<file path="config.mk">
export PLATFORM = sky130hd
export DESIGN_NAME = pendulum_pd_controller_core
export DESIGN_NICKNAME = d
export VERILOG_FILES = /design/src/rtl/pdc_pkg.sv /design/src/rtl/pdc_cfg_regs.sv /design/src/rtl/pdc_ctrl.sv /design/src/rtl/pdc_datapath.sv /design/src/rtl/pendulum_pd_controller_core.sv
export SDC_FILE = /design/constraint.sdc
export NUM_CORES = 2
export LEC_CHECK = 0
export BUFFER_PORTS_ARGS = -buffer_cell sky130_fd_sc_hd__buf_2
export CAP_MARGIN = 25
export CORE_MARGIN = 2
export CORE_UTILIZATION = 39
export DETAILED_ROUTE_END_ITERATION = 10
export GPL_ROUTABILITY_DRIVEN = 0
export GPL_TIMING_DRIVEN = 0
export PLACE_DENSITY = 0.59
export SYNTH_ARGS = -nofsm -noshare
export SYNTH_HDL_FRONTEND = slang
export SYNTH_SLANG_ARGS = --single-unit
</file>
<file path="constraint.sdc">
create_clock -name clk -period 23.4 [get_ports clk]
set_input_delay 4.68 -clock clk [delete_from_list [all_inputs] [get_ports clk]]
set_output_delay 4.68 -clock clk [all_outputs]
set_load 0.1 [all_outputs]
</file>
<file path="src/rtl/pdc_pkg.sv">
package pdc_pkg;

	// Field widths fixed by the register map and the result format
	localparam int GainW      = 16;
	localparam int WeightW    = 17;
	localparam int RateW      = 10;
	localparam int PeriodW    = 17;
	localparam int RefW       = 16;
	localparam int DriveW     = 16;
	localparam int CfgDataW   = 17;
	localparam int CfgIdxW    = 3;

	// Q1.16 weight, Q8.8 reference brought to Q.17, Q.29 sum brought to Q4.12
	localparam int WeightFracW    = 16;
	localparam int WeightOne      = 65536;
	localparam int RefShift       = 9;
	localparam int SumShift       = 17;
	localparam int GAIN_FRAC_BITS = 12;

	// Drive limit: 4.96 V rounded to the gain fraction
	localparam logic signed [DriveW-1:0] DRIVE_MAX =
		DriveW'((496 * (2 ** GAIN_FRAC_BITS) + 50) / 100);

	// Register reset values
	localparam logic signed [GainW-1:0] AngleGainPRst  = -16'sd3104;
	localparam logic signed [GainW-1:0] AngleGainDRst  = -16'sd615;
	localparam logic signed [GainW-1:0] TrackGainPRst  = 16'sd344;
	localparam logic signed [GainW-1:0] TrackGainDRst  = 16'sd488;
	localparam logic [WeightW-1:0]      BlendWeightRst  = 17'd65536;
	localparam logic [RateW-1:0]        SampleRateRst   = 10'd50;
	localparam logic [PeriodW-1:0]      SamplePeriodRst = 17'd1311;
	localparam logic signed [RefW-1:0]  TrackRefRst     = 16'sd0;

	typedef enum logic [CfgIdxW-1:0] {
		REG_ANGLE_GAIN_P    = 3'd0,
		REG_ANGLE_GAIN_D    = 3'd1,
		REG_TRACK_GAIN_P    = 3'd2,
		REG_TRACK_GAIN_D    = 3'd3,
		REG_BLEND_WEIGHT    = 3'd4,
		REG_SAMPLE_RATE_HZ  = 3'd5,
		REG_SAMPLE_PERIOD   = 3'd6,
		REG_TRACK_REFERENCE = 3'd7
	} reg_idx_t;

	typedef struct packed {
		logic signed [GainW-1:0] angle_gain_p;
		logic signed [GainW-1:0] angle_gain_d;
		logic signed [GainW-1:0] track_gain_p;
		logic signed [GainW-1:0] track_gain_d;
		logic [WeightW-1:0]      blend_weight;
		logic [RateW-1:0]        sample_rate_hz;
		logic [PeriodW-1:0]      sample_period;
		logic signed [RefW-1:0]  track_reference;
	} pdc_cfg_t;

	typedef enum logic [3:0] {
		ST_IDLE,
		ST_BLEND,
		ST_MIX,
		ST_FILT,
		ST_DIFF,
		ST_DGAIN,
		ST_PERIOD,
		ST_PROJ,
		ST_PGAIN,
		ST_SUM,
		ST_OUT
	} pdc_state_t;

	// Multiplier operand selects
	typedef enum logic [2:0] {
		A_SAMPLE,
		A_NOW,
		A_DIFF,
		A_PROD,
		A_DERIV,
		A_ERR
	} mul_a_t;

	typedef enum logic [2:0] {
		B_WEIGHT,
		B_WCOMP,
		B_RATE,
		B_GAIN_D,
		B_PERIOD,
		B_GAIN_P
	} mul_b_t;

	// Action taken on the registered product
	typedef enum logic [3:0] {
		ACT_NONE,
		ACT_START,
		ACT_ACC_LOAD,
		ACT_FILTER,
		ACT_SHIFT,
		ACT_DERIV,
		ACT_SUM,
		ACT_PROJ,
		ACT_OUT
	} act_t;

	typedef struct packed {
		mul_a_t a_sel;
		mul_b_t b_sel;
		act_t   act;
		logic   sig;   // 0 track, 1 angle
	} pdc_cmd_t;

endpackage

</file>
<file path="src/rtl/pdc_cfg_regs.sv">
module pdc_cfg_regs (
	input  logic                           clk,
	input  logic                           arst_n,
	input  logic                           cfg_we,
	input  logic [pdc_pkg::CfgIdxW-1:0]    cfg_index,
	input  logic [pdc_pkg::CfgDataW-1:0]   cfg_wdata,
	output pdc_pkg::pdc_cfg_t              cfg
);

	pdc_pkg::pdc_cfg_t cfg_q;

	// Write the addressed register
	always_ff @(posedge clk or negedge arst_n) begin
		if (!arst_n) begin
			cfg_q.angle_gain_p    <= pdc_pkg::AngleGainPRst;
			cfg_q.angle_gain_d    <= pdc_pkg::AngleGainDRst;
			cfg_q.track_gain_p    <= pdc_pkg::TrackGainPRst;
			cfg_q.track_gain_d    <= pdc_pkg::TrackGainDRst;
			cfg_q.blend_weight    <= pdc_pkg::BlendWeightRst;
			cfg_q.sample_rate_hz  <= pdc_pkg::SampleRateRst;
			cfg_q.sample_period   <= pdc_pkg::SamplePeriodRst;
			cfg_q.track_reference <= pdc_pkg::TrackRefRst;
		end else if (cfg_we) begin
			unique case (pdc_pkg::reg_idx_t'(cfg_index))
				pdc_pkg::REG_ANGLE_GAIN_P:    cfg_q.angle_gain_p    <= cfg_wdata[15:0];
				pdc_pkg::REG_ANGLE_GAIN_D:    cfg_q.angle_gain_d    <= cfg_wdata[15:0];
				pdc_pkg::REG_TRACK_GAIN_P:    cfg_q.track_gain_p    <= cfg_wdata[15:0];
				pdc_pkg::REG_TRACK_GAIN_D:    cfg_q.track_gain_d    <= cfg_wdata[15:0];
				pdc_pkg::REG_BLEND_WEIGHT:    cfg_q.blend_weight    <= cfg_wdata[16:0];
				pdc_pkg::REG_SAMPLE_RATE_HZ:  cfg_q.sample_rate_hz  <= cfg_wdata[9:0];
				pdc_pkg::REG_SAMPLE_PERIOD:   cfg_q.sample_period   <= cfg_wdata[16:0];
				pdc_pkg::REG_TRACK_REFERENCE: cfg_q.track_reference <= cfg_wdata[15:0];
				default: ;
			endcase
		end
	end

	assign cfg = cfg_q;

endmodule

</file>
<file path="src/rtl/pdc_ctrl.sv">
module pdc_ctrl (
	input  logic              clk,
	input  logic              arst_n,
	input  logic              s_tvalid,
	output logic              s_tready,
	output logic              m_tvalid,
	input  logic              m_tready,
	output pdc_pkg::pdc_cmd_t cmd
);

	pdc_pkg::pdc_state_t st_q, st_d;
	logic                sig_q, sig_d;
	logic                out_valid_q;
	logic                out_free;

	assign out_free = !out_valid_q || m_tready;

	// Next state: eight steps per signal, track first, then sum and output
	always_comb begin
		st_d  = st_q;
		sig_d = sig_q;
		unique case (st_q)
			pdc_pkg::ST_IDLE: begin
				if (s_tvalid) begin
					st_d  = pdc_pkg::ST_BLEND;
					sig_d = 1'b0;
				end
			end
			pdc_pkg::ST_BLEND:  st_d = pdc_pkg::ST_MIX;
			pdc_pkg::ST_MIX:    st_d = pdc_pkg::ST_FILT;
			pdc_pkg::ST_FILT:   st_d = pdc_pkg::ST_DIFF;
			pdc_pkg::ST_DIFF:   st_d = pdc_pkg::ST_DGAIN;
			pdc_pkg::ST_DGAIN:  st_d = pdc_pkg::ST_PERIOD;
			pdc_pkg::ST_PERIOD: st_d = pdc_pkg::ST_PROJ;
			pdc_pkg::ST_PROJ:   st_d = pdc_pkg::ST_PGAIN;
			pdc_pkg::ST_PGAIN: begin
				if (sig_q) begin
					st_d = pdc_pkg::ST_SUM;
				end else begin
					st_d  = pdc_pkg::ST_BLEND;
					sig_d = 1'b1;
				end
			end
			pdc_pkg::ST_SUM:    st_d = pdc_pkg::ST_OUT;
			pdc_pkg::ST_OUT: begin
				if (out_free) st_d = pdc_pkg::ST_IDLE;
			end
			default:            st_d = pdc_pkg::ST_IDLE;
		endcase
	end

	// Datapath commands per step
	always_comb begin
		cmd.a_sel = pdc_pkg::A_NOW;
		cmd.b_sel = pdc_pkg::B_WEIGHT;
		cmd.act   = pdc_pkg::ACT_NONE;
		cmd.sig   = sig_q;
		unique case (st_q)
			pdc_pkg::ST_IDLE: begin
				if (s_tvalid) cmd.act = pdc_pkg::ACT_START;
			end
			pdc_pkg::ST_BLEND: begin
				cmd.a_sel = pdc_pkg::A_SAMPLE;
				cmd.b_sel = pdc_pkg::B_WEIGHT;
				// take in the track gain product left by the previous step
				if (sig_q) cmd.act = pdc_pkg::ACT_SUM;
			end
			pdc_pkg::ST_MIX: begin
				cmd.a_sel = pdc_pkg::A_NOW;
				cmd.b_sel = pdc_pkg::B_WCOMP;
				cmd.act   = pdc_pkg::ACT_ACC_LOAD;
			end
			pdc_pkg::ST_FILT: cmd.act = pdc_pkg::ACT_FILTER;
			pdc_pkg::ST_DIFF: begin
				cmd.a_sel = pdc_pkg::A_DIFF;
				cmd.b_sel = pdc_pkg::B_RATE;
				cmd.act   = pdc_pkg::ACT_SHIFT;
			end
			pdc_pkg::ST_DGAIN: begin
				cmd.a_sel = pdc_pkg::A_PROD;
				cmd.b_sel = pdc_pkg::B_GAIN_D;
				cmd.act   = pdc_pkg::ACT_DERIV;
			end
			pdc_pkg::ST_PERIOD: begin
				cmd.a_sel = pdc_pkg::A_DERIV;
				cmd.b_sel = pdc_pkg::B_PERIOD;
				cmd.act   = pdc_pkg::ACT_SUM;
			end
			pdc_pkg::ST_PROJ: cmd.act = pdc_pkg::ACT_PROJ;
			pdc_pkg::ST_PGAIN: begin
				cmd.a_sel = pdc_pkg::A_ERR;
				cmd.b_sel = pdc_pkg::B_GAIN_P;
			end
			pdc_pkg::ST_SUM: cmd.act = pdc_pkg::ACT_SUM;
			pdc_pkg::ST_OUT: begin
				if (out_free) cmd.act = pdc_pkg::ACT_OUT;
			end
			default: ;
		endcase
	end

	// State and signal select
	always_ff @(posedge clk or negedge arst_n) begin
		if (!arst_n) begin
			st_q  <= pdc_pkg::ST_IDLE;
			sig_q <= 1'b0;
		end else begin
			st_q  <= st_d;
			sig_q <= sig_d;
		end
	end

	// Output register valid: set on load, drop once taken
	always_ff @(posedge clk or negedge arst_n) begin
		if (!arst_n) begin
			out_valid_q <= 1'b0;
		end else if (st_q == pdc_pkg::ST_OUT && out_free) begin
			out_valid_q <= 1'b1;
		end else if (m_tready) begin
			out_valid_q <= 1'b0;
		end
	end

	assign s_tready = (st_q == pdc_pkg::ST_IDLE);
	assign m_tvalid = out_valid_q;

endmodule

</file>
<file path="src/rtl/pdc_datapath.sv">
module pdc_datapath #(
	parameter int SAMPLE_WIDTH = 16
) (
	input  logic                                  clk,
	input  logic                                  arst_n,
	input  pdc_pkg::pdc_cmd_t                     cmd,
	input  pdc_pkg::pdc_cfg_t                     cfg,
	input  logic signed [SAMPLE_WIDTH-1:0]        angle_sample,
	input  logic signed [SAMPLE_WIDTH-1:0]        track_sample,
	output logic signed [pdc_pkg::DriveW-1:0]     drive_volts,
	output logic                                  clamped
);

	localparam int StW    = SAMPLE_WIDTH + 8;
	localparam int DiffW  = StW + 1;
	localparam int DerW   = StW + 11;
	localparam int ErrW   = StW + 14;
	localparam int MulAW  = ErrW;
	localparam int MulBW  = pdc_pkg::WeightW + 1;
	localparam int ProdW  = MulAW + MulBW;
	localparam int BlendW = StW + MulBW + 1;
	localparam int SumW   = ProdW;

	localparam logic signed [BlendW-1:0] BlendHalf = BlendW'(2 ** (pdc_pkg::WeightFracW - 1));
	localparam logic signed [ProdW-1:0]  ProdHalf  = ProdW'(2 ** (pdc_pkg::WeightFracW - 1));
	localparam logic signed [SumW-1:0]   SumHalf   = SumW'(2 ** (pdc_pkg::SumShift - 1));
	localparam logic signed [BlendW-1:0] FiltMax   = BlendW'({1'b0, {(StW-1){1'b1}}});
	localparam logic signed [BlendW-1:0] FiltMin   = ~FiltMax;
	localparam logic signed [SumW-1:0]   DriveMax  = SumW'(pdc_pkg::DRIVE_MAX);
	localparam logic [pdc_pkg::WeightW-1:0] WOne   = pdc_pkg::WeightW'(pdc_pkg::WeightOne);

	// Filter state, Q8.16
	logic signed [StW-1:0] trk_now_q, trk_bef_q, ang_now_q, ang_bef_q;

	// Working registers
	logic signed [SAMPLE_WIDTH-1:0] angle_q, track_q;
	logic signed [StW-1:0]          filt_q;
	logic signed [BlendW-1:0]       acc_q;
	logic signed [DerW-1:0]         deriv_q;
	logic signed [ErrW-1:0]         err_q;
	logic signed [SumW-1:0]         sum_q;
	logic signed [ProdW-1:0]        prod_q;
	logic signed [pdc_pkg::DriveW-1:0] drive_q;
	logic                           clamped_q;

	logic [pdc_pkg::WeightW-1:0]    w_eff, w_comp;
	logic signed [SAMPLE_WIDTH-1:0] samp_sel;
	logic signed [StW-1:0]          samp_scaled, now_sel, bef_sel;
	logic signed [pdc_pkg::GainW-1:0] gain_p_sel, gain_d_sel;
	logic signed [DiffW-1:0]        diff;
	logic signed [MulAW-1:0]        a_op;
	logic signed [MulBW-1:0]        b_op;
	logic signed [BlendW-1:0]       blend, blend_shr;
	logic signed [StW-1:0]          filt_d;
	logic signed [ProdW-1:0]        prj_shr;
	logic signed [ErrW-1:0]         err_d;
	logic signed [SumW-1:0]         sum_shr;
	logic signed [pdc_pkg::DriveW-1:0] drive_d;
	logic                           clamped_d;

	// Weight saturates at one
	assign w_eff  = (cfg.blend_weight > WOne) ? WOne : cfg.blend_weight;
	assign w_comp = WOne - w_eff;

	// Per-signal selection
	assign samp_sel    = cmd.sig ? angle_q : track_q;
	assign samp_scaled = {samp_sel, 8'd0};
	assign now_sel     = cmd.sig ? ang_now_q : trk_now_q;
	assign bef_sel     = cmd.sig ? ang_bef_q : trk_bef_q;
	assign gain_p_sel  = cmd.sig ? cfg.angle_gain_p : cfg.track_gain_p;
	assign gain_d_sel  = cmd.sig ? cfg.angle_gain_d : cfg.track_gain_d;
	assign diff        = DiffW'(filt_q) - DiffW'(bef_sel);

	// Multiplier operands
	always_comb begin
		unique case (cmd.a_sel)
			pdc_pkg::A_SAMPLE: a_op = MulAW'(samp_scaled);
			pdc_pkg::A_NOW:    a_op = MulAW'(now_sel);
			pdc_pkg::A_DIFF:   a_op = MulAW'(diff);
			pdc_pkg::A_PROD:   a_op = MulAW'($signed(prod_q[DerW-1:0]));
			pdc_pkg::A_DERIV:  a_op = MulAW'(deriv_q);
			pdc_pkg::A_ERR:    a_op = err_q;
			default:           a_op = '0;
		endcase
	end

	always_comb begin
		unique case (cmd.b_sel)
			pdc_pkg::B_WEIGHT: b_op = $signed({1'b0, w_eff});
			pdc_pkg::B_WCOMP:  b_op = $signed({1'b0, w_comp});
			pdc_pkg::B_RATE:   b_op = $signed(MulBW'(cfg.sample_rate_hz));
			pdc_pkg::B_GAIN_D: b_op = MulBW'(gain_d_sel);
			pdc_pkg::B_PERIOD: b_op = $signed({1'b0, cfg.sample_period});
			pdc_pkg::B_GAIN_P: b_op = MulBW'(gain_p_sel);
			default:           b_op = '0;
		endcase
	end

	// Blend, round half up, saturate to the state width
	assign blend     = acc_q + $signed(prod_q[BlendW-1:0]);
	assign blend_shr = (blend + BlendHalf) >>> pdc_pkg::WeightFracW;
	always_comb begin
		if (blend_shr > FiltMax) begin
			filt_d = FiltMax[StW-1:0];
		end else if (blend_shr < FiltMin) begin
			filt_d = FiltMin[StW-1:0];
		end else begin
			filt_d = blend_shr[StW-1:0];
		end
	end

	// Projection one period ahead, less the reference on the track signal
	assign prj_shr = (prod_q + ProdHalf) >>> pdc_pkg::WeightFracW;
	always_comb begin
		err_d = $signed(prj_shr[ErrW-1:0]) + (ErrW'(filt_q) <<< 1);
		if (!cmd.sig) err_d = err_d - (ErrW'(cfg.track_reference) <<< pdc_pkg::RefShift);
	end

	// Final rounding and clamp
	assign sum_shr = (sum_q + SumHalf) >>> pdc_pkg::SumShift;
	always_comb begin
		if (sum_shr > DriveMax) begin
			drive_d   = pdc_pkg::DRIVE_MAX;
			clamped_d = 1'b1;
		end else if (sum_shr < -DriveMax) begin
			drive_d   = -pdc_pkg::DRIVE_MAX;
			clamped_d = 1'b1;
		end else begin
			drive_d   = sum_shr[pdc_pkg::DriveW-1:0];
			clamped_d = 1'b0;
		end
	end

	// Filter history: advance on the shift step
	always_ff @(posedge clk or negedge arst_n) begin
		if (!arst_n) begin
			trk_now_q <= '0;
			trk_bef_q <= '0;
			ang_now_q <= '0;
			ang_bef_q <= '0;
		end else if (cmd.act == pdc_pkg::ACT_SHIFT) begin
			if (cmd.sig) begin
				ang_bef_q <= ang_now_q;
				ang_now_q <= filt_q;
			end else begin
				trk_bef_q <= trk_now_q;
				trk_now_q <= filt_q;
			end
		end
	end

	// Shared multiplier and working registers
	always_ff @(posedge clk) begin
		prod_q <= a_op * b_op;
		unique case (cmd.act)
			pdc_pkg::ACT_START: begin
				angle_q <= angle_sample;
				track_q <= track_sample;
				sum_q   <= '0;
			end
			pdc_pkg::ACT_ACC_LOAD: acc_q   <= $signed(prod_q[BlendW-1:0]);
			pdc_pkg::ACT_FILTER:   filt_q  <= filt_d;
			pdc_pkg::ACT_DERIV:    deriv_q <= $signed(prod_q[DerW-1:0]);
			pdc_pkg::ACT_SUM:      sum_q   <= sum_q + prod_q;
			pdc_pkg::ACT_PROJ:     err_q   <= err_d;
			pdc_pkg::ACT_OUT: begin
				drive_q   <= drive_d;
				clamped_q <= clamped_d;
			end
			pdc_pkg::ACT_NONE,
			pdc_pkg::ACT_SHIFT: ;
			default: ;
		endcase
	end

	assign drive_volts = drive_q;
	assign clamped     = clamped_q;

endmodule

</file>
<file path="src/rtl/pendulum_pd_controller_core.sv">
// Requests are accepted only in the idle state, once the previous result has been loaded
// into the output register. The shared multiplier issues one product per step, eight
// steps per signal. A result not yet taken waits in the output register; the next one
// then holds in its last step, which holds further requests off.
// Reset (arst_n low, asynchronous): registers return to their defaults, filter
// history clears to zero, no result is pending.
module pendulum_pd_controller_core #(
	parameter int SAMPLE_WIDTH = 16,
	localparam int InTdataW = ((2 * SAMPLE_WIDTH + 7) / 8) * 8
) (
	input  logic                                clk,
	input  logic                                arst_n,
	// input stream
	input  logic                                s_tvalid,
	output logic                                s_tready,
	input  logic [InTdataW-1:0]                 s_tdata,   // angle_sample, track_sample
	// output stream
	output logic                                m_tvalid,
	input  logic                                m_tready,
	output logic [pdc_pkg::DriveW-1:0]          m_tdata,   // drive_volts
	output logic [0:0]                          m_tuser,   // clamped
	// register writes
	input  logic                                cfg_we,
	input  logic [pdc_pkg::CfgIdxW-1:0]         cfg_index,
	input  logic [pdc_pkg::CfgDataW-1:0]        cfg_wdata
);

	pdc_pkg::pdc_cfg_t                cfg;
	pdc_pkg::pdc_cmd_t                cmd;
	logic signed [SAMPLE_WIDTH-1:0]   angle_sample, track_sample;
	logic signed [pdc_pkg::DriveW-1:0] drive_volts;
	logic                             clamped;

	// Unpack the request
	assign angle_sample = s_tdata[SAMPLE_WIDTH-1:0];
	assign track_sample = s_tdata[2*SAMPLE_WIDTH-1:SAMPLE_WIDTH];

	pdc_cfg_regs u_regs (
		.clk       (clk),
		.arst_n    (arst_n),
		.cfg_we    (cfg_we),
		.cfg_index (cfg_index),
		.cfg_wdata (cfg_wdata),
		.cfg       (cfg)
	);

	pdc_ctrl u_ctrl (
		.clk      (clk),
		.arst_n   (arst_n),
		.s_tvalid (s_tvalid),
		.s_tready (s_tready),
		.m_tvalid (m_tvalid),
		.m_tready (m_tready),
		.cmd      (cmd)
	);

	pdc_datapath #(
		.SAMPLE_WIDTH (SAMPLE_WIDTH)
	) u_dp (
		.clk          (clk),
		.arst_n       (arst_n),
		.cmd          (cmd),
		.cfg          (cfg),
		.angle_sample (angle_sample),
		.track_sample (track_sample),
		.drive_volts  (drive_volts),
		.clamped      (clamped)
	);

	assign m_tdata    = drive_volts;
	assign m_tuser[0] = clamped;

endmodule

</file>
==> flow_metrics.env <==
export IMPL_path_class="flip-flop to flip-flop"
export IMPL_clock_skew_ns=0.03428
export IMPL_start_util_pct=39.17
export IMPL_cts_sinks=527
export IMPL_fillers=13560
export IMPL_synth_top_family_by_area="adder cells"
export IMPL_synth_area_per_cell_sq_um=9.718
export IMPL_drc=0
export IMPL_grtUsageTotal_pct=24.82
export IMPL_hold_viol_final=0
export IMPL_cp_max_fo=10
export IMPL_grt_max_degree=122
export IMPL_synth_edff_count=245
export IMPL_postRouteWirelength_microns=174400
export IMPL_viasPerCell=5.479
export IMPL_finalCritPeriodShare_pct=63.82
export IMPL_ios=76
export IMPL_syn_num_nets=6682
export IMPL_finalSetupViolations=0
export IMPL_fmax_mhz=66.96
export IMPL_grt_overflow_total=0
export IMPL_multi_input_area_sq_um=36480
export IMPL_critPathLaunchType="flip-flop"
export IMPL_ctsLongestPathBuffers=3
export IMPL_numCtsBuffers=58
export IMPL_synth_flop_cell="edfxtp_1"
export IMPL_worstSkewPairLatency_ns=0.67
export IMPL_clkTransAtPathRegs_ns=0.06
export IMPL_cap_violations=0
export IMPL_core_rowCount=137
export IMPL_required_ns=23.97
export IMPL_mostFrequentLayoutCell="inv_1"
export IMPL_period_needed_ns=14.93
export IMPL_regArea_sq_um=14180
export IMPL_htreeDepth=2
export IMPL_async_reset_ff_share_pct=42.88
export IMPL_critPathMostFrequentCell="fa_1"
export IMPL_grt_pass1_wl_microns=267700
export IMPL_grt_pass1_vias=42710
export IMPL_fin_nets=6865
export IMPL_slowest_delay_ns=0.91
export IMPL_drv_slew=0
export IMPL_ys_warn_count=0
export IMPL_portBuffers=72
export IMPL_most_common_layout_cells="inv_1, fa_1, nand2_1"
export IMPL_synth_compound_area_share_pct=10.50
export IMPL_diodes=0
export IMPL_root_buffer="clkbuf_16"
export IMPL_yosysSeqAreaShare_pct=26.01
export IMPL_dr_pass1_iters=7
export IMPL_setup_tns_ns=0
export IMPL_synth_simple_area_share_pct=12.91
export IMPL_fp_dieH_microns=377.9
export IMPL_drt_iter0_markers=3737
export IMPL_syn_to_final_growth_pct=10.01
export IMPL_end_kind="flip-flop"
export IMPL_arrival_ns=15.50
export IMPL_ys_seq_elements=527
export IMPL_crit_slowest_cell="a2111oi_2"
export IMPL_max_slew_worst_pin_slew_ns=1.308
export IMPL_vias=42300
export IMPL_post_cts_setup_buffer_count=0
export IMPL_rsz0062_at_grt="no"
export IMPL_synthMuxAreaShare_pct=6.613
export IMPL_die_area_sq_um=142800
export IMPL_cts_tree="yes"
export IMPL_drive_gt1_share_pct=10.22
export IMPL_synthXorXnorAreaFrac_pct=4.385
export IMPL_status="finished, final reports clean"
export IMPL_min_path_type="flip-flop to flip-flop"
export IMPL_dp_hpwl_microns=139900
export IMPL_ant_nets=0
export IMPL_synth_fa_ha_area_share_pct=32.27
export IMPL_postCtsHoldBufs=0
export IMPL_ys_types=94
export IMPL_cts_resized=0
export IMPL_wl_per_cell_microns=22.59
export IMPL_antenna_found_initial=8
export IMPL_netlist_area_sq_um=54530
export IMPL_die_x_microns=377.9
export IMPL_synthCells=5611
export IMPL_fp_coreArea_sq_um=139200
export IMPL_slew_headroom_pct=12.01
routing by layer:
metal	vias to the layer above	GRT usage, %	routed length (microns)
met5	-	0	13
met2	1731	38.70	77210
met1	21300	34.73	74630
met4	2	9.351	7627
li1	18940	-	-
met3	326	3.956	14900
sequential cells by signal, summed over array words and instances, names as in the netlist:
name and flops:
u_ctrl.m_tvalid 1, u_ctrl.sig_q 1, u_ctrl.st_q 4, u_dp.acc_q 43, u_dp.ang_bef_q 24, u_dp.ang_now_q 24
u_dp.angle_q 16, u_dp.clamped 1, u_dp.deriv_q 35, u_dp.drive_volts 16, u_dp.err_q 38, u_dp.filt_q 24
u_dp.prod_q 56, u_dp.sum_q 56, u_dp.track_q 16, u_dp.trk_bef_q 24, u_dp.trk_now_q 24, u_regs.cfg 124
critical path: cells and delay by family (launching register included):
kind / cells / cell delay [ns]
compound gates: 14 / 4.13
xor+xnor: 2 / 0.32
fa+ha+maj: 8 / 3.73
buf+inv: 14 / 4.90
flops: 1 / 0.33
mux: 1 / 0.26
simple gates: 6 / 1.08
worst paths after layout:
check                                     to               from  depth (start not counted)  slack, ns
max                          u_dp.prod_q[55]       u_ctrl.sig_q                         45       8.47
min                        u_dp.trk_bef_q[4]  u_dp.trk_bef_q[4]                          1       0.50
max reg2reg                  u_dp.prod_q[55]       u_ctrl.sig_q                         45       8.47
min reg2reg                u_dp.trk_bef_q[4]  u_dp.trk_bef_q[4]                          1       0.50
max in group asynchronous    u_ctrl.m_tvalid             arst_n                          2      18.22
min in group asynchronous  u_dp.ang_now_q[1]             arst_n                          1       4.09
layout make-up:
cell class                      count  share of cell area, %
Sequential cell                   527                  23.65
Clock buffer                       72                  2.645
Timing Repair Buffer              123                  1.614
Buffer                            219                  1.489
Tap cell                         1876                  3.913
Clock inverter                     38                 0.7175
Multi-Input combinational cell   4041                  60.82
Inverter                          824                  5.156
synthesized netlist by cell type (all sizes together) (24+ instances only):
cell type | instances | share of area (%)
a21o | 126 | 1.7
a21oi | 222 | 2.1
a31oi | 39 | 0.46
and2 | 75 | 0.86
and3 | 39 | 0.45
buf | 56 | 0.51
clkbuf | 163 | 1.1
dfrtp | 186 | 8.5
dfstp | 40 | 1.9
dfxtp | 56 | 2.1
edfxtp | 245 | 13
fa | 654 | 24
ha | 360 | 8.3
inv | 824 | 5.7
mux2 | 234 | 4.8
mux2i | 97 | 1.8
nand2 | 632 | 4.4
nand2b | 39 | 0.45
nand3 | 75 | 0.69
nand4 | 41 | 0.47
nor2 | 406 | 2.8
nor2b | 75 | 0.87
nor3 | 65 | 0.61
o211ai | 24 | 0.33
o21a | 33 | 0.45
o21ai | 197 | 1.8
or3 | 31 | 0.36
xnor2 | 170 | 2.7
xor2 | 103 | 1.7
through the flow:
stage,hold WS [ns],setup WS (ns),instances,util [%],cell area [sq um]
2_1_floorplan,0.4621,12.30,5611,-,54530
3_3_place_gp,0.4851,7.739,7559,41.12,57230
3_5_place_dp,0.4939,8.784,7609,41.64,57950
4_1_cts,0.5077,8.698,7719,43.09,59970
5_1_grt,0.5178,8.071,7720,43.10,59990
6_report,0.5049,8.465,7720,43.10,59990
kinds of logic (layout without fill, tap and decap cells):
group,count (synthesis),count (layout)
mux,331,331
xor+xnor,273,273
compound gates,870,870
fa+ha+maj,1014,1014
buf+inv,1043,1276
simple gates,1553,1553
flops,527,527
Power is left out: the tool's default activity adds up to more than one toggle a clock period on the data nets, which glitch-free logic cannot reach.
